### config.mk
export PLATFORM = sky130hd
export DESIGN_NAME = uart_buffered_tx_rx_queues
export DESIGN_NICKNAME = d
export VERILOG_FILES = /design/src/rtl/core/uart_bq_pkg.sv /design/src/rtl/core/uart_buffered_tx_rx_queues.sv /design/src/rtl/core/uart_bq_ctrl.sv /design/src/rtl/core/uart_bq_datapath.sv
export SDC_FILE = /design/constraint.sdc
export NUM_CORES = 1
export LEC_CHECK = 0
export CAP_MARGIN = 5
export CORE_ASPECT_RATIO = 1.4
export CORE_MARGIN = 2
export CORE_UTILIZATION = 30
export CTS_CLUSTER_DIAMETER = 50
export DETAILED_ROUTE_END_ITERATION = 6
export DONT_BUFFER_PORTS = 1
export SYNTH_ARGS = -nofsm -noshare
export SYNTH_HDL_FRONTEND = slang
export SYNTH_SLANG_ARGS = --single-unit
### constraint.sdc
create_clock -name clock -period 3.6 [get_ports clock]
set_clock_uncertainty 0.1 [all_clocks]
set_input_delay 0.72 -clock clock [delete_from_list [all_inputs] [get_ports clock]]
set_output_delay 0.72 -clock clock [all_outputs]
set_load 0.03 [all_outputs]
### src/rtl/core/uart_bq_pkg.sv
// ----------------------------------------------------------------------------
// uart_bq_pkg
// Shared types and constants for the buffered UART transmit/receive queues.
// ----------------------------------------------------------------------------
package uart_bq_pkg;

   localparam int QUEUE_DEPTH_DEF = 64;

   typedef enum logic [1:0] {
      REQ_WRITE  = 2'd0,
      REQ_READ   = 2'd1,
      REQ_RX     = 2'd2,
      REQ_TXDONE = 2'd3
   } req_kind_type;

   // controller -> datapath
   typedef struct packed {
      logic exec;       // beat accepted, act on it now
      logic load_pop;   // registered queue read is ready, build the result
   } ctrl_cmd_type;

   // datapath -> controller
   typedef struct packed {
      logic pop_needed; // offered beat pops a non-empty queue
   } dp_stat_type;

endpackage

### src/rtl/core/uart_buffered_tx_rx_queues.sv
// ----------------------------------------------------------------------------
// uart_buffered_tx_rx_queues
// Transmit and receive byte ring queues between software and a UART line.
// ----------------------------------------------------------------------------
// Each request beat gives exactly one response beat. Writes, line receives,
// transmit-complete with an empty queue and reads of an empty queue load the
// response register directly; a read or transmit-complete that pops a queue
// goes through the registered read of the queue memory first. Each queue holds
// at most QUEUE_DEPTH-1 bytes. A new request is taken once any queue read has
// finished and the response register is free or being emptied in the same
// cycle, so the request side is not ready while a queue read is under way.
// ----------------------------------------------------------------------------
module uart_buffered_tx_rx_queues
   import uart_bq_pkg::*;
#(
   parameter int QUEUE_DEPTH = QUEUE_DEPTH_DEF
)(
   input  logic        clock,
   input  logic        reset,
   input  logic        req_tvalid,
   output logic        req_tready,
   input  logic [7:0]  req_tdata,   // [7:0] data_byte
   input  logic [1:0]  req_tuser,   // [1:0] req_type
   output logic        rsp_tvalid,
   input  logic        rsp_tready,
   // [7:0] line_byte, [8] write_accepted, [16:9] read_byte, [17] rx_dropped,
   // [18] busy_flag, [23:19] zero
   output logic [23:0] rsp_tdata,
   output logic [1:0]  rsp_tuser    // [0] line_load, [1] read_valid
);

   ctrl_cmd_type cmd;
   dp_stat_type  stat;

   logic       line_load, write_accepted, read_valid, rx_dropped, busy_flag;
   logic [7:0] line_byte, read_byte;

   uart_bq_ctrl u_ctrl (
      .clock      (clock),
      .reset      (reset),
      .req_tvalid (req_tvalid),
      .req_tready (req_tready),
      .rsp_tvalid (rsp_tvalid),
      .rsp_tready (rsp_tready),
      .stat       (stat),
      .cmd        (cmd)
   );

   uart_bq_datapath #(
      .QUEUE_DEPTH (QUEUE_DEPTH)
   ) u_dp (
      .clock          (clock),
      .reset          (reset),
      .req_type       (req_tuser),
      .data_byte      (req_tdata),
      .cmd            (cmd),
      .stat           (stat),
      .line_load      (line_load),
      .line_byte      (line_byte),
      .write_accepted (write_accepted),
      .read_valid     (read_valid),
      .read_byte      (read_byte),
      .rx_dropped     (rx_dropped),
      .busy_flag      (busy_flag)
   );

   assign rsp_tdata = {5'd0, busy_flag, rx_dropped, read_byte, write_accepted, line_byte};
   assign rsp_tuser = {read_valid, line_load};

endmodule

### src/rtl/core/uart_bq_ctrl.sv
// ----------------------------------------------------------------------------
// uart_bq_ctrl
// Sequencer: takes request beats, waits out the queue read, owns the
// result valid flag.
// ----------------------------------------------------------------------------
module uart_bq_ctrl
   import uart_bq_pkg::*;
(
   input  logic         clock,
   input  logic         reset,
   input  logic         req_tvalid,
   output logic         req_tready,
   output logic         rsp_tvalid,
   input  logic         rsp_tready,
   input  dp_stat_type  stat,
   output ctrl_cmd_type cmd
);

   typedef enum logic [1:0] {
      ST_IDLE = 2'b01,
      ST_POP  = 2'b10
   } state_type;

   state_type state_ff, state_in;
   logic      rsp_valid_ff, rsp_valid_in;
   logic      accept;

   assign req_tready = (state_ff == ST_IDLE) && (!rsp_valid_ff || rsp_tready);
   assign accept     = req_tvalid && req_tready;
   assign rsp_tvalid = rsp_valid_ff;

   assign cmd.exec     = accept;
   assign cmd.load_pop = (state_ff == ST_POP);

   always_comb begin
      state_in = state_ff;
      case (state_ff)
         ST_IDLE: begin
            if (accept && stat.pop_needed) state_in = ST_POP;
         end
         ST_POP:  state_in = ST_IDLE;
         default: state_in = ST_IDLE;
      endcase
   end

   always_comb begin
      if (state_ff == ST_POP) rsp_valid_in = 1'b1;
      else if (accept && !stat.pop_needed) rsp_valid_in = 1'b1;
      else if (rsp_tready) rsp_valid_in = 1'b0;
      else rsp_valid_in = rsp_valid_ff;
   end

   always_ff @(posedge clock) begin
      if (reset) begin
         state_ff     <= ST_IDLE;
         rsp_valid_ff <= 1'b0;
      end else begin
         state_ff     <= state_in;
         rsp_valid_ff <= rsp_valid_in;
      end
   end

endmodule

### src/rtl/core/uart_bq_datapath.sv
// ----------------------------------------------------------------------------
// uart_bq_datapath
// Transmit and receive ring queues, transmitter busy flag and result register.
// ----------------------------------------------------------------------------
module uart_bq_datapath
   import uart_bq_pkg::*;
#(
   parameter int QUEUE_DEPTH = QUEUE_DEPTH_DEF
)(
   input  logic         clock,
   input  logic         reset,
   input  logic [1:0]   req_type,
   input  logic [7:0]   data_byte,
   input  ctrl_cmd_type cmd,
   output dp_stat_type  stat,
   output logic         line_load,
   output logic [7:0]   line_byte,
   output logic         write_accepted,
   output logic         read_valid,
   output logic [7:0]   read_byte,
   output logic         rx_dropped,
   output logic         busy_flag
);

   localparam int PTR_W = $clog2(QUEUE_DEPTH);
   localparam logic [PTR_W-1:0] PTR_LAST = PTR_W'(QUEUE_DEPTH - 1);

   logic [7:0] tx_mem [QUEUE_DEPTH];
   logic [7:0] rx_mem [QUEUE_DEPTH];
   logic [7:0] tx_rd_ff, rx_rd_ff;

   logic [PTR_W-1:0] tx_head_ff, tx_head_in, tx_tail_ff, tx_tail_in;
   logic [PTR_W-1:0] rx_head_ff, rx_head_in, rx_tail_ff, rx_tail_in;
   logic [PTR_W-1:0] tx_head_nxt, tx_tail_nxt, rx_head_nxt, rx_tail_nxt;
   logic             tx_active_ff, tx_active_in;
   logic             pop_rx_ff, pop_rx_in;

   logic tx_wr, rx_wr, tx_rd, rx_rd;
   logic tx_empty, tx_full, rx_empty, rx_full;

   logic       load_res;
   logic       line_load_in, write_acc_in, read_valid_in, rx_drop_in;
   logic [7:0] line_byte_in, read_byte_in;

   logic       line_load_ff, write_acc_ff, read_valid_ff, rx_drop_ff, busy_ff;
   logic [7:0] line_byte_ff, read_byte_ff;

   req_kind_type kind;

   assign kind = req_kind_type'(req_type);

   assign tx_head_nxt = (tx_head_ff == PTR_LAST) ? '0 : tx_head_ff + 1'b1;
   assign tx_tail_nxt = (tx_tail_ff == PTR_LAST) ? '0 : tx_tail_ff + 1'b1;
   assign rx_head_nxt = (rx_head_ff == PTR_LAST) ? '0 : rx_head_ff + 1'b1;
   assign rx_tail_nxt = (rx_tail_ff == PTR_LAST) ? '0 : rx_tail_ff + 1'b1;

   assign tx_empty = (tx_head_ff == tx_tail_ff);
   assign rx_empty = (rx_head_ff == rx_tail_ff);
   assign tx_full  = (tx_head_nxt == tx_tail_ff);
   assign rx_full  = (rx_head_nxt == rx_tail_ff);

   always_comb begin
      tx_wr = 1'b0;
      rx_wr = 1'b0;
      tx_rd = 1'b0;
      rx_rd = 1'b0;
      tx_active_in  = tx_active_ff;
      line_load_in  = 1'b0;
      line_byte_in  = '0;
      write_acc_in  = 1'b0;
      read_valid_in = 1'b0;
      read_byte_in  = '0;
      rx_drop_in    = 1'b0;
      stat.pop_needed = 1'b0;
      case (kind)
         REQ_WRITE: begin
            if (!tx_active_ff) begin
               tx_active_in = 1'b1;
               line_load_in = 1'b1;
               line_byte_in = data_byte;
               write_acc_in = 1'b1;
            end else if (!tx_full) begin
               tx_wr        = cmd.exec;
               write_acc_in = 1'b1;
            end
         end
         REQ_READ: begin
            if (!rx_empty) begin
               rx_rd           = cmd.exec;
               stat.pop_needed = 1'b1;
            end
         end
         REQ_RX: begin
            if (!rx_full) rx_wr = cmd.exec;
            else rx_drop_in = 1'b1;
         end
         REQ_TXDONE: begin
            if (!tx_empty) begin
               tx_rd           = cmd.exec;
               stat.pop_needed = 1'b1;
            end else begin
               tx_active_in = 1'b0;
            end
         end
         default: ;
      endcase

      // queue read has landed: result comes from the registered read data
      if (cmd.load_pop) begin
         line_load_in  = !pop_rx_ff;
         line_byte_in  = pop_rx_ff ? 8'd0 : tx_rd_ff;
         write_acc_in  = 1'b0;
         read_valid_in = pop_rx_ff;
         read_byte_in  = pop_rx_ff ? rx_rd_ff : 8'd0;
         rx_drop_in    = 1'b0;
      end
   end

   assign load_res   = (cmd.exec && !stat.pop_needed) || cmd.load_pop;
   assign tx_head_in = tx_wr ? tx_head_nxt : tx_head_ff;
   assign rx_head_in = rx_wr ? rx_head_nxt : rx_head_ff;
   assign tx_tail_in = tx_rd ? tx_tail_nxt : tx_tail_ff;
   assign rx_tail_in = rx_rd ? rx_tail_nxt : rx_tail_ff;
   assign pop_rx_in  = (cmd.exec && stat.pop_needed) ? rx_rd : pop_rx_ff;

   always_ff @(posedge clock) begin
      if (tx_wr) tx_mem[tx_head_ff] <= data_byte;
      if (tx_rd) tx_rd_ff <= tx_mem[tx_tail_ff];
   end

   always_ff @(posedge clock) begin
      if (rx_wr) rx_mem[rx_head_ff] <= data_byte;
      if (rx_rd) rx_rd_ff <= rx_mem[rx_tail_ff];
   end

   always_ff @(posedge clock) begin
      if (reset) begin
         tx_head_ff   <= '0;
         tx_tail_ff   <= '0;
         rx_head_ff   <= '0;
         rx_tail_ff   <= '0;
         tx_active_ff <= 1'b0;
      end else begin
         tx_head_ff <= tx_head_in;
         tx_tail_ff <= tx_tail_in;
         rx_head_ff <= rx_head_in;
         rx_tail_ff <= rx_tail_in;
         if (cmd.exec) tx_active_ff <= tx_active_in;
      end
   end

   always_ff @(posedge clock) begin
      pop_rx_ff <= pop_rx_in;
      if (load_res) begin
         line_load_ff  <= line_load_in;
         line_byte_ff  <= line_byte_in;
         write_acc_ff  <= write_acc_in;
         read_valid_ff <= read_valid_in;
         read_byte_ff  <= read_byte_in;
         rx_drop_ff    <= rx_drop_in;
         busy_ff       <= cmd.load_pop ? tx_active_ff : tx_active_in;
      end
   end

   assign line_load      = line_load_ff;
   assign line_byte      = line_byte_ff;
   assign write_accepted = write_acc_ff;
   assign read_valid     = read_valid_ff;
   assign read_byte      = read_byte_ff;
   assign rx_dropped     = rx_drop_ff;
   assign busy_flag      = busy_ff;

endmodule
# Yosys cells after proc, flatten, opt, wreduce, memory -nomap -nowiden

Memories as Yosys holds them, arrays and structs flattened. A register that Yosys moved wholly into a read port is not among the register bits.
Index checks and enable logic that the tools add are counted.

Bits in writable memories: 1024
Register bits after elaboration: 50
Input port bits: 14
Output and inout port bits: 28
Memories: 2
Logic and storage cells: 88

Memories:

| name        | depth | width | read ports | clocked after memory_dff | wr ports | RTL line               | RTL |
|---|---|---|---|---|---|---|---|
| u_dp.rx_mem | 64    | 8     | 1          | 1                        | 1        | uart_bq_datapath.sv:29 | `logic [7:0] rx_mem [QUEUE_DEPTH];` |
| u_dp.tx_mem | 64    | 8     | 1          | 1                        | 1        | uart_bq_datapath.sv:28 | `logic [7:0] tx_mem [QUEUE_DEPTH];` |

Equal/unequal tests: 13
Bitwise operators: 3
Add/subtract/negate cells: 4
Reductions and logical operators: 15
Mux-type cells: 36

Operator list:

| cell                                                            | number |
|---|---|
| 8-bit 2-to-1 mux                                                | 4 |
| 1-bit 2-to-1 mux                                                | 26 |
| 6-bit by 1-bit adder with 6-bit output, second input constant   | 4 |
| 6-bit == test                                                   | 4 |
| 6-bit == test, second input constant                            | 4 |
| 6-bit 2-to-1 mux                                                | 4 |
| 2-bit == test, second input constant                            | 3 |
| 2-bit OR reduction                                              | 3 |
| 2-bit by 1-bit == test with 1-bit output, second input constant | 2 |
| 1-bit logical AND                                               | 4 |
| 1-bit case mux with 2 select lines                              | 2 |
| 1-bit zero test                                                 | 3 |
| 1-bit NOT                                                       | 3 |
| 3-bit nonzero test                                              | 1 |
| 2-bit zero test                                                 | 1 |
| 1-bit logical OR                                                | 2 |
| 2-bit AND reduction                                             | 1 |

# Depth between registers and ports, before layout

Gate-level depths: netlist (run 1).

Depth after elaboration: 9
Gate-level depth with buffers: 11
Mapped depth without buffers: 8

# By module

From an unflattened synthesis (run 1), not the netlist that was laid out.

Cells, all modules: 2012
Area, all modules: 43008.7 um^2

Modules (own cells, without submodules):

| module                     | cells an instance | times used | area an instance (um^2) |
|---|---|---|---|
| uart_bq_datapath           | 1986              | 1          | 42779.8 |
| uart_bq_ctrl               | 15                | 1          | 150.1 |
| uart_buffered_tx_rx_queues | 11                | 1          | 78.8 |

# Least setup slack after synthesis (run 1)

No wires, ideal clock.

Path kind: in2reg
Start: input port rsp_tready
End: memory u_dp.rx_mem[59][0] (enable)
Required time: 3.105 ns
Stages: 8
Path buffers: 3
Setup slack: 0.193 ns
Arrival time: 2.912 ns
Cells stage by stage: nor2b_1 -> nor2_1 -> and3_1 -> clkbuf_1 -> o21ai_1 -> buf_2 -> buf_2 -> nor4_1

Cells in the longest elaborated chain, start to end: 7

Ends and longest elaborated chain:

| what                                   | RTL line                         | RTL |
|---|---|---|
| start: declaration                     | uart_buffered_tx_rx_queues.sv:25 | `input logic rsp_tready,` |
| 1-bit logical OR                       | uart_bq_ctrl.sv:28               | `assign req_tready = (state_ff == ST_IDLE) && (!rsp_valid_ff \|\| rsp_tready);` |
| 1-bit logical AND                      | uart_bq_ctrl.sv:28               |  |
| net req_tready                         | uart_buffered_tx_rx_queues.sv:21 | `output logic req_tready,` |
| 1-bit logical AND                      | uart_bq_ctrl.sv:29               | `assign accept = req_tvalid && req_tready;` |
| 1-bit 2-to-1 mux                       | uart_bq_datapath.sv:94           | `if (!rx_full) rx_wr = cmd.exec;` |
| 1-bit 2-to-1 mux                       | uart_bq_datapath.sv:75           | `case (kind)` |
| 1-bit 2-to-1 mux                       | uart_bq_datapath.sv:132          | `if (rx_wr) rx_mem[rx_head_ff] <= data_byte;` |
| 1-bit 2-to-1 mux (implied by the code) | uart_bq_datapath.sv:132          |  |
| end: declaration                       | uart_bq_datapath.sv:29           |  |

The timed path passes the listed nets, and every way through them passes these cells.

# Worst setup path in the final report (run 1)

Start: register u_dp.tx_head_ff[1]
End: memory u_dp.tx_mem[17][5] (enable)

Cells in the longest elaborated chain, start to end: 8
Elaborated cells on any way between the ends: 9
Classes of those cells: 1 x add/sub; 2 x eq/ne; 6 x mux

Ends and longest elaborated chain:

| what                                                                    | RTL line                | RTL |
|---|---|---|
| start: declaration                                                      | uart_bq_datapath.sv:32  | `logic [PTR_W-1:0] tx_head_ff, tx_head_in, tx_tail_ff, tx_tail_in;` |
| start signal: assignment                                                | uart_bq_datapath.sv:144 | `tx_head_ff <= tx_head_in;` |
| 6-bit by 1-bit adder with 6-bit output or 6-bit == test (tied branches) | uart_bq_datapath.sv:52  | `assign tx_head_nxt = (tx_head_ff == PTR_LAST) ? '0 : tx_head_ff + 1'b1;` |
| 6-bit 2-to-1 mux                                                        | uart_bq_datapath.sv:52  |  |
| 6-bit == test                                                           | uart_bq_datapath.sv:59  | `assign tx_full = (tx_head_nxt == tx_tail_ff);` |
| 1-bit 2-to-1 mux                                                        | uart_bq_datapath.sv:82  | `end else if (!tx_full) begin` |
| 1-bit 2-to-1 mux                                                        | uart_bq_datapath.sv:77  | `if (!tx_active_ff) begin` |
| 1-bit 2-to-1 mux                                                        | uart_bq_datapath.sv:75  |  |
| 1-bit 2-to-1 mux                                                        | uart_bq_datapath.sv:127 | `if (tx_wr) tx_mem[tx_head_ff] <= data_byte;` |
| 1-bit 2-to-1 mux (implied by the code)                                  | uart_bq_datapath.sv:127 |  |
| end: declaration                                                        | uart_bq_datapath.sv:28  |  |

Parallel ways exist; a longest one is shown, timed or not.

==> results of run 1 <==
[routing by layer]
layer | vias to the layer above | global-route usage
li1 | 8798 | -
met1 | 10910 | 0.1661
met2 | 849 | 0.2385
met3 | 191 | 0.03667
met4 | 0 | 0.06026
met5 | - | 0
[placed cells by master (no fill, tap or decap), drive strengths merged, types with 5 or more instances in the layout]
| cell type | n |
|---|---|
| or3b | 6 |
| o21ai | 8 |
| a211oi | 10 |
| nand3 | 16 |
| nand2b | 8 |
| inv | 24 |
| bufinv | 12 |
| a31oi | 6 |
| nor2b | 22 |
| clkinvlp | 7 |
| and2 | 9 |
| buf | 125 |
| xor2 | 19 |
| xnor2 | 9 |
| and3 | 13 |
| nand3b | 10 |
| edfxtp | 1062 |
| a21oi | 20 |
| clkbuf | 128 |
| a22o | 18 |
| nor2 | 39 |
| clkinv | 46 |
| conb | 5 |
| a221o | 10 |
| nor4 | 24 |
| nor3 | 112 |
| ha | 8 |
| o31ai | 5 |
| dfxtp | 28 |
| mux2i | 18 |
| or3 | 6 |
| mux4 | 310 |
| nand2 | 48 |
| a22oi | 12 |
[how the worst max path moves through the flow]
stage               slack (ps)  cells past startpoint                            to
detailed placement          20                      9   u_dp.tx_mem[8][3]$_DFFE_PP_
floorplan                  190                      8  u_dp.rx_mem[59][0]$_DFFE_PP_
global placement           110                      9  u_dp.tx_mem[13][2]$_DFFE_PP_
global route               -90                      8  u_dp.tx_mem[26][4]$_DFFE_PP_
finish                     180                      8  u_dp.tx_mem[17][5]$_DFFE_PP_
CTS                        220                      8   u_dp.tx_mem[8][4]$_DFFE_PP_
[report_power, final]
part           total (mW)  switching, mW  internal, mW  leakage [nW]
combinational       0.185          0.119        0.0659          3.23
clock                11.5           4.87          6.61          1.80
sequential           14.0         0.0682          13.9          9.80
total                25.7           5.06          20.6          14.8
[state kept, by name, summed over array words and instances, names as in the netlist, 2 cells and up]
signal	cells
u_dp.tx_head_ff	6
u_dp.rx_rd_ff	8
u_dp.rx_mem	512
u_dp.tx_tail_ff	6
u_dp.line_byte	8
u_dp.tx_rd_ff	8
u_dp.rx_head_ff	6
u_dp.rx_tail_ff	6
u_dp.read_byte	8
u_ctrl.state_ff	2
u_dp.tx_mem	512
[synthesized netlist by cell type (3+ instances only)]
master	number	share of area
nand2b_1	8	0.0012
and2_1	8	0.0012
inv_1	9	0.00078
mux4_2	310	0.16
buf_1	18	0.0016
buf_6	12	0.0031
ha_1	8	0.0023
or3_1	6	0.00087
a21o_1	4	0.00069
edfxtp_1	1062	0.74
mux2i_1	18	0.0042
nand4_1	4	0.00058
nand3b_1	9	0.0016
a211oi_1	10	0.0017
a22oi_1	12	0.0021
o31ai_1	4	0.00069
nor2_1	39	0.0034
and3_1	13	0.0019
a31oi_1	6	0.00087
xnor2_1	9	0.0018
nand2_1	48	0.0042
o2111ai_1	3	0.00061
a221o_1	10	0.0023
buf_2	47	0.0054
nor4_1	24	0.0035
nand3_1	16	0.0018
o211ai_1	4	0.00069
nor2b_1	22	0.0032
or3b_2	6	0.0012
clkbuf_1	57	0.0049
a21oi_1	20	0.0023
xor2_1	19	0.0038
dfxtp_1	28	0.013
o21ai_0	6	0.00069
nor3_1	112	0.013
buf_4	19	0.0033
a22o_1	18	0.0036
mux2_2	3	0.00078
[cell type report]
cell class                      count  area share
Clock inverter                     80     0.01668
Antenna cell                        1  0.00005008
Multi-Input combinational cell    807      0.2064
Timing Repair Buffer              126     0.02123
Tap cell                         1920     0.04807
Sequential cell                  1090      0.6498
Inverter                            9   0.0006760
Clock buffer                      128     0.05706
[metrics by stage]
stage / setup slack (ps) / power, mW / util / cell area [um^2]
3_5_place_dp: 15.36 / 14.45 / 0.3205 / 46120
3_3_place_gp: 110.4 / 14.45 / 0.3205 / 46120
4_1_cts: 216.1 / 25.90 / 0.3462 / 49810
6_report: 180.2 / 25.67 / 0.3473 / 49970
5_1_grt: -89.49 / 26.40 / 0.3473 / 49970
2_1_floorplan: 193.2 / 14.39 / - / 43380
[cells by family (layout without fill, tap and decap cells)]
group,after synthesis,in the layout,synth area share
AO/OA/AOI/OAI,112,112,0.01968
XOR/XNOR,28,28,0.005655
adder cells (fa/ha/maj),8,8,0.002308
buffers and inverters,162,343,0.01910
flip-flops,1090,1090,0.7483
multiplexers,331,331,0.1659
other,1,6,0.00008647
AND/OR/NAND/NOR,323,323,0.03901
[timing repair]
| item | 4_1_cts | 5_1_grt |
|---|---|---|
| setup endpoints to repair | 0 | 309 |
| hold endpoints to repair | 9 | 0 |
| gates resized for setup | 0 | 31 |
| hold buffers | 1 | 0 |
==> flow_metrics.py, run 1 <==
metrics = {
    "setup_path": {
        "r2r_start": "u_dp.tx_head_ff[1]$_SDFFE_PP0P_",
        "startpoint": "u_dp.tx_head_ff[1]$_SDFFE_PP0P_",
        "reg2regPathDepth": 8,
        "r2r-end": "u_dp.tx_mem[17][5]$_DFFE_PP_",
        "slowest_stage": "nor3_1",
        "crit_chain": "nand3_1 -> buf_4 -> xor2_1 -> a31oi_1 -> a21oi_1 -> o21a_2 -> buf_4 -> nor3_1",
        "path_class": "reg2reg",
        "path_max_fanout": 17,
        "required_ps": 3810,
        "path_common_cell": "buf_4",
        "slowest_delay_ps": 870,
        "crit_family": "simple AND/OR/NAND/NOR gates",
        "cp.arrival_ps": 3630,
        "path_buf_inv": 2,
        "end_kind": "flop",
        "worstSetupStartpointType": "flop",
        "reg2reg_slack_ps": 180,
    },
    "power": {
        "power_density_nw_per_um2": 513.7,
        "p_leak_nw": 14.83,
        "peakVddDrop_uv": 387.8,
    },
    "worst_hold_path": {
        "min_from": "req_tdata[3]",
        "whs_path_depth": 0,
        "hold_class": "in2reg",
        "min_to": "u_dp.tx_mem[13][3]$_DFFE_PP_",
    },
    "clocking": {
        "cts_setup_buffers": 0,
        "cts_tree": "built",
        "clk_path_buf_depth": 3,
        "htree_levels": 3,
        "clock_latency_ps": 700,
        "cts_sinks": 1090,
        "clk_pin_slew_ps": 60,
        "ctsRootBufferMaster": "clkbuf_16",
        "cts_made_buffers": 110,
    },
    "drt": {
        "wl_met2_mm": 52.65,
        "vias_per_cell": 4.985,
        "num_vias": 20740,
        "first_pass_iters": 7,
        "wl_mm": 104.4,
        "drtIter0Drc": 2041,
        "top_layer": "met4",
        "ant_nets": 0,
        "m1WireLength_mm": 39.15,
        "drcViolationCount": 0,
        "route.met3.wl_mm": 8.388,
        "wl_per_cell_um": 25.08,
    },
    "final_layout": {
        "final_cells": 4161,
        "multi_input_area_um2": 10320,
        "fillers": 13220,
        "area_growth_pct": 15.22,
        "fin_nets": 2166,
        "ff_latch_area_um2": 32470,
        "final_layout_size_suffix_gt1_frac": 0.3009,
    },
    "synthesis": {
        "synthCells": 2055,
        "synth_ff_type": "edfxtp_1",
        "ys_seq_elements": 1090,
        "netlist_area_um2": 43370,
        "seq_area_frac_synth": 0.7483,
        "synth-warning-count": 0,
        "synth_edf_count": 1062,
        "postSynth.asyncResetShare": 0,
        "avgSynthCellArea_um2": 21.10,
        "ys_types": 56,
    },
    "global_routing": {
        "grt_max_degree": 130,
        "grt_first_pass_wirelength_mm": 151.5,
        "grt_pass1_vias": 21390,
        "grt-ovfl-total": 0,
        "globalRouteTotalUtil": 0.1396,
        "grt_antenna_before_repair": 0,
    },
    "timing": {
        "setup_tns_ps": 0,
        "slew_headroom": 0.2749,
        "fin_hold_ws_ps": 28.99,
        "tightestPinTransition_ps": 1079,
        "fin_crit_sh": 0.9499,
        "min_period_ps": 3420,
        "rsz0062_at_grt": "yes",
        "timing.final.max_slew_violations": 0,
        "clock.fmax_mhz": 292.4,
        "hold_violations": 0,
        "setup_viol": 0,
    },
    "die": {
        "dieArea_um2": 147700,
        "coreArea_um2": 143900,
        "ios": 42,
        "row_count": 165,
        "die_w_um": 325.3,
        "start_util": 0.3014,
        "die_y_um": 453.9,
    },
    "place": {
        "dp.cells": 3951,
        "io_buffers": 0,
        "gp_congestion": 0.8338,
        "hpwlAfterDp_mm": 63.90,
    },
    "flow_run": {
        "drv_cap": 0,
    },
    "outcome": {
        "status": "finished clean",
    },
}
No activity file was read; power rests on OpenSTA's default activity.
==> run 2: changes to the inputs <==
==> constraint.sdc (replaced) <==
create_clock -name clock -period 3.9 [get_ports clock]
set_clock_uncertainty 0.1 [all_clocks]
set_input_delay 0.78 -clock clock [delete_from_list [all_inputs] [get_ports clock]]
set_output_delay 0.78 -clock clock [all_outputs]
set_load 0.03 [all_outputs]
==> run 2 against run 1 <==
Effect of this change: worst setup slack gained 16 ps; clock-buffer cell count grew 24; sequential cell count is the same; via count grew 0.37%; power shrank 6.2%; first-iteration DRC count grew 1.3%; cell area is essentially flat; sequential share of layout area is essentially flat; wire length shrank 1.6%; core utilization is essentially flat; worst hold slack gained 28 ps; final cell count is essentially flat.
==> flow_metrics.py, run 2 (synthesis gave the netlist of run 1 again) <==
metrics = {
    "outcome": {
        "status": "finished clean",
    },
    "power": {
        "peakVddDrop_uv": 367.9,
        "power_density_nw_per_um2": 481.6,
        "p_leak_nw": 14.89,
    },
    "timing": {
        "fin_crit_sh": 0.9496,
        "clock.fmax_mhz": 270.0,
        "rsz0062_at_grt": "no",
        "setup_viol": 0,
        "min_period_ps": 3703,
        "setup_tns_ps": 0,
        "hold_violations": 0,
        "tightestPinTransition_ps": 1141,
        "slew_headroom": 0.2337,
        "timing.final.max_slew_violations": 0,
    },
    "die": {
        "dieArea_um2": 147700,
        "die_y_um": 453.9,
        "ios": 42,
        "row_count": 165,
        "coreArea_um2": 143900,
        "die_w_um": 325.3,
        "start_util": 0.3014,
    },
    "global_routing": {
        "grt-ovfl-total": 0,
        "globalRouteTotalUtil": 0.1365,
        "grt_first_pass_wirelength_mm": 149.1,
        "grt_pass1_vias": 21420,
        "grt_max_degree": 130,
        "grt_antenna_before_repair": 1,
    },
    "setup_path": {
        "reg2reg_slack_ps": 200,
        "worstSetupStartpointType": "flop",
        "cp.arrival_ps": 3910,
        "path_class": "reg2reg",
        "end_kind": "flop",
        "required_ps": 4110,
        "path_max_fanout": 13,
    },
    "clocking": {
        "ctsRootBufferMaster": "clkbuf_16",
        "htree_levels": 3,
        "cts_sinks": 1090,
        "clock_latency_ps": 690,
        "clk_pin_slew_ps": 60,
        "cts_tree": "built",
        "clk_path_buf_depth": 3,
        "cts_made_buffers": 116,
    },
    "drt": {
        "drtIter0Drc": 2067,
        "num_vias": 20820,
        "ant_nets": 0,
        "first_pass_iters": 7,
        "drcViolationCount": 0,
        "wl_mm": 102.7,
        "wl_per_cell_um": 24.68,
        "vias_per_cell": 5.006,
    },
    "final_layout": {
        "antenna-diode-count": 0,
        "multi_input_area_um2": 10190,
        "fin_nets": 2167,
        "final_cell_mix": "1062 x edfxtp_1, 310 x mux4_2, 118 x clkbuf_16",
        "fillers": 13190,
        "ff_latch_area_um2": 32470,
        "utilization": 0.3474,
        "final_layout_size_suffix_gt1_frac": 0.2867,
        "area_growth_pct": 15.28,
        "reg_top3": "u_dp.rx_mem x512, u_dp.tx_mem x512",
        "layout_commonest_cell": "edfxtp_1",
    },
    "worst_hold_path": {
        "hold_class": "in2reg",
    },
    "flow_run": {
        "drv_cap": 0,
    },
    "place": {
        "hpwlAfterDp_mm": 63.13,
        "gp_congestion": 0.8796,
        "io_buffers": 0,
    },
}
[run 2: cell type report]
class | instances | share of cell area
clock inverters | 60 | 0.01421
flip-flops and latches | 1090 | 0.6495
inverters | 9 | 0.0006757
clock buffers | 152 | 0.06282
repair buffers | 121 | 0.02092
multi-input cells | 807 | 0.2038
well taps | 1920 | 0.04805
[run 2: worst max-delay path, stage by stage (launching register included)]
cell and delay [ps]:
dfxtp_1 580, ha_1 360, and3_1 300, a31oi_1 140
xor2_1 310, o21ai_0 150, o21a_2 270, buf_4 230
nor3_1 880
[run 2: report_power, final]
group,total [mW],internal [mW],switching [mW]
combinational,0.174,0.0617,0.112
clock,11.0,6.55,4.43
sequential,12.9,12.9,0.0623
total,24.1,19.5,4.61
[run 2: timing repair]
| item | 4_1_cts | 5_1_grt |
|---|---|---|
| hold endpoints to repair | 0 | 0 |
| resized for setup | 0 | 6 |
| endpoints found under the setup margin | 0 | 48 |
| setup buffers | 0 | 0 |
| hold buffers | 0 | 0 |
[run 2: path summary, 6_finish.rpt]
path	start	end	depth (start not counted)
setup / recovery	u_dp.tx_head_ff[0]$_SDFFE_PP0P_	u_dp.tx_mem[55][3]$_DFFE_PP_	8
hold / removal	reset	u_dp.tx_tail_ff[1]$_SDFFE_PP0P_	1
setup reg to reg	u_dp.tx_head_ff[0]$_SDFFE_PP0P_	u_dp.tx_mem[55][3]$_DFFE_PP_	8
hold reg to reg	u_dp.tx_rd_ff[5]$_DFFE_PP_	u_dp.line_byte[5]$_DFFE_PP_	1
[run 2: layer usage]
metal / part of all wire / routed length [um] / global-route usage
met5: 0.00019 / 19 / 0
met3: 0.069 / 7034 / 0.02737
met1: 0.39 / 39880 / 0.1669
met4: 0.035 / 3638 / 0.05339
met2: 0.51 / 52080 / 0.2372
[run 2: metrics by stage]
step	instance area, um^2	worst slack [ps]	power [mW]	hold WS (ps)	instances
2_1_floorplan	43380	433.2	13.28	395.6	2059
3_3_place_gp	46110	206.0	13.34	420.2	3947
3_5_place_dp	46110	62.31	13.34	422.4	3947
4_1_cts	49970	233.7	24.28	14.67	4159
5_1_grt	50000	3.709	24.74	30.20	4159
6_report	50000	196.5	24.08	56.75	4159
==> run 3: changes to the inputs <==
--- a/config.mk
+++ b/config.mk
@@ -8,7 +8,7 @@
 export CAP_MARGIN = 5
 export CORE_ASPECT_RATIO = 1.4
 export CORE_MARGIN = 2
-export CORE_UTILIZATION = 30
+export CORE_UTILIZATION = 25
 export CTS_CLUSTER_DIAMETER = 50
 export DETAILED_ROUTE_END_ITERATION = 6
 export DONT_BUFFER_PORTS = 1
==> run 3 against run 2 <==
Effect of this change: register-to-register slack gained 500 ps; non-clock buffer count up 52; critical path depth up 2; clock-buffer cell count decreased by 23; critical path type unchanged; sequential power about the same; clock power is 6% lower; highest routed layer unchanged; power shrank 2.8%; largest cell class unchanged; final cell count rose by 9.5%; critical endpoint is now u_dp.rx_mem[13][2]$_DFFE_PP_.
==> flow_metrics.py, run 3 (synthesis gave the netlist of run 1 again) <==
metrics = {
    "outcome": {
        "status": "finished clean",
    },
    "timing": {
        "slew_headroom": 0.2591,
        "clock.fmax_mhz": 312.0,
        "setup_ws_ps": 694.4,
        "timing.final.max_slew_violations": 0,
        "min_period_ps": 3206,
        "setup_viol": 0,
        "fin_crit_sh": 0.8219,
        "rsz0062_at_grt": "no",
        "tightestPinTransition_ps": 1102,
        "setup_tns_ps": 0,
        "hold_violations": 0,
    },
    "place": {
        "place_ws_ps": 531.3,
        "io_buffers": 0,
        "dp.cells": 4351,
        "hpwlAfterDp_mm": 63.61,
        "gp_congestion": 0.8519,
    },
    "drt": {
        "ant_nets": 0,
        "num_vias": 20860,
        "vias_per_cell": 4.578,
        "first_pass_iters": 5,
        "wl_per_cell_um": 23.17,
        "drtIter0Drc": 1927,
        "wl_mm": 105.6,
        "drcViolationCount": 0,
    },
    "setup_path": {
        "startpoint": "u_dp.rx_head_ff[1]$_SDFFE_PP0P_",
        "end_kind": "flop",
        "slowest_delay_ps": 580,
        "worstSetupStartpointType": "flop",
        "slowest_stage": "dfxtp_1",
        "crit_chain": "ha_1 -> nand3_1 -> nor3_1 -> o221ai_1 -> a21o_1 -> o21ai_4 -> buf_12 -> buf_4 -> nor3_1 -> buf_4",
        "reg2regPathDepth": 10,
        "cp.arrival_ps": 3560,
        "path_max_fanout": 30,
        "reg2reg_slack_ps": 690,
        "required_ps": 4250,
        "r2r_start": "u_dp.rx_head_ff[1]$_SDFFE_PP0P_",
        "r2r-end": "u_dp.rx_mem[13][2]$_DFFE_PP_",
        "path_class": "reg2reg",
        "endpoint": "u_dp.rx_mem[13][2]$_DFFE_PP_",
    },
    "die": {
        "die_w_um": 356.0,
        "die_y_um": 496.8,
        "coreArea_um2": 172100,
        "ios": 42,
        "row_count": 180,
        "dieArea_um2": 176900,
        "start_util": 0.2521,
    },
    "final_layout": {
        "area_growth_pct": 16.57,
        "final_cells": 4556,
        "fin_nets": 2214,
        "final_cell_mix": "1062 x edfxtp_1, 310 x mux4_2, 161 x buf_4",
        "final_layout_size_suffix_gt1_frac": 0.3025,
        "antenna-diode-count": 0,
        "reg_top3": "u_dp.rx_mem x512, u_dp.tx_mem x512",
        "layout_commonest_cell": "edfxtp_1",
    },
    "worst_hold_path": {
        "hold_class": "in2reg",
        "min_from": "req_tdata[6]",
    },
    "global_routing": {
        "grt_first_pass_wirelength_mm": 153.9,
        "grt-ovfl-total": 0,
        "grt_max_degree": 130,
        "globalRouteTotalUtil": 0.1176,
        "grt_antenna_before_repair": 5,
        "grt_pass1_vias": 21680,
    },
    "clocking": {
        "clock_latency_ps": 720,
        "cts_resized": 0,
        "ctsRootBufferMaster": "clkbuf_16",
        "cts_sinks": 1090,
        "htree_levels": 3,
        "clk_pin_slew_ps": 60,
        "cts_made_buffers": 111,
        "cts_setup_buffers": 0,
        "hold_buffers": 2,
        "clk_path_buf_depth": 3,
        "cts_tree": "built",
    },
    "power": {
        "power_density_nw_per_um2": 463.1,
        "power_mw": 23.41,
        "peakVddDrop_uv": 344.9,
        "p_leak_nw": 15.01,
    },
    "flow_run": {
        "drv_cap": 0,
    },
}
[run 3: cell count changes in the layout (fill, tap and decap cells not counted), sizes merged]
cell	before	now
dlygate4sd3	0	2
clkinv	27	50
buf	121	170
clkinvlp	4	9
clkbuf	152	130
inv	25	16
bufinv	13	7
[run 3: cell type report]
class	count	area [um^2]
clock buffers	129	2888
clock inverters	73	656.9
fillers	16770	121500
inverters	9	33.78
multi-input cells	807	10240
flip-flops and latches	1090	32470
well taps	2275	2846
repair buffers	173	1416
[run 3: worst min-delay path by stage]
stage                                endpoint  depth (start not counted)
4_1_cts        u_ctrl.rsp_tvalid$_SDFFE_PP0P_                          1
6_report         u_dp.tx_mem[11][6]$_DFFE_PP_                          0
3_3_place_gp      u_dp.line_byte[2]$_DFFE_PP_                          1
5_1_grt           u_dp.tx_mem[9][6]$_DFFE_PP_                          0
2_1_floorplan  u_dp.tx_active_ff$_SDFFE_PP0P_                          2
3_5_place_dp      u_dp.line_byte[2]$_DFFE_PP_                          1
[run 3: stage by stage]
stage / hold WS (ps) / area [um^2] / utilization
5_1_grt: 45.32 / 50550 / 0.2938
6_report: 75.96 / 50550 / 0.2938
3_5_place_dp: 435.3 / 46980 / 0.2731
4_1_cts: 19.55 / 50550 / 0.2938
2_1_floorplan: 395.6 / 43380 / -
3_3_place_gp: 437.0 / 46980 / 0.2731
[run 3: routing by layer]
metal	global-route usage	routed length (um)
met4	0.05123	4258
met5	0	45
met2	0.2043	54480
met1	0.1398	40520
met3	0.02417	6276
[run 3: power breakdown]
group / leakage [nW] / total (mW) / internal [mW] / switching, mW
combinational: 3.50 / 0.186 / 0.0650 / 0.121
sequential: 9.80 / 12.9 / 12.9 / 0.0502
clock: 1.71 / 10.3 / 5.80 / 4.52
[run 3: worst max-delay path, delay by kind of cell (launching register included)]
kind            cells  cell delay, ps
flops               1             580
compound gates      3             680
simple gates        3             470
fa+ha+maj           1             350
buf+inv             3             720
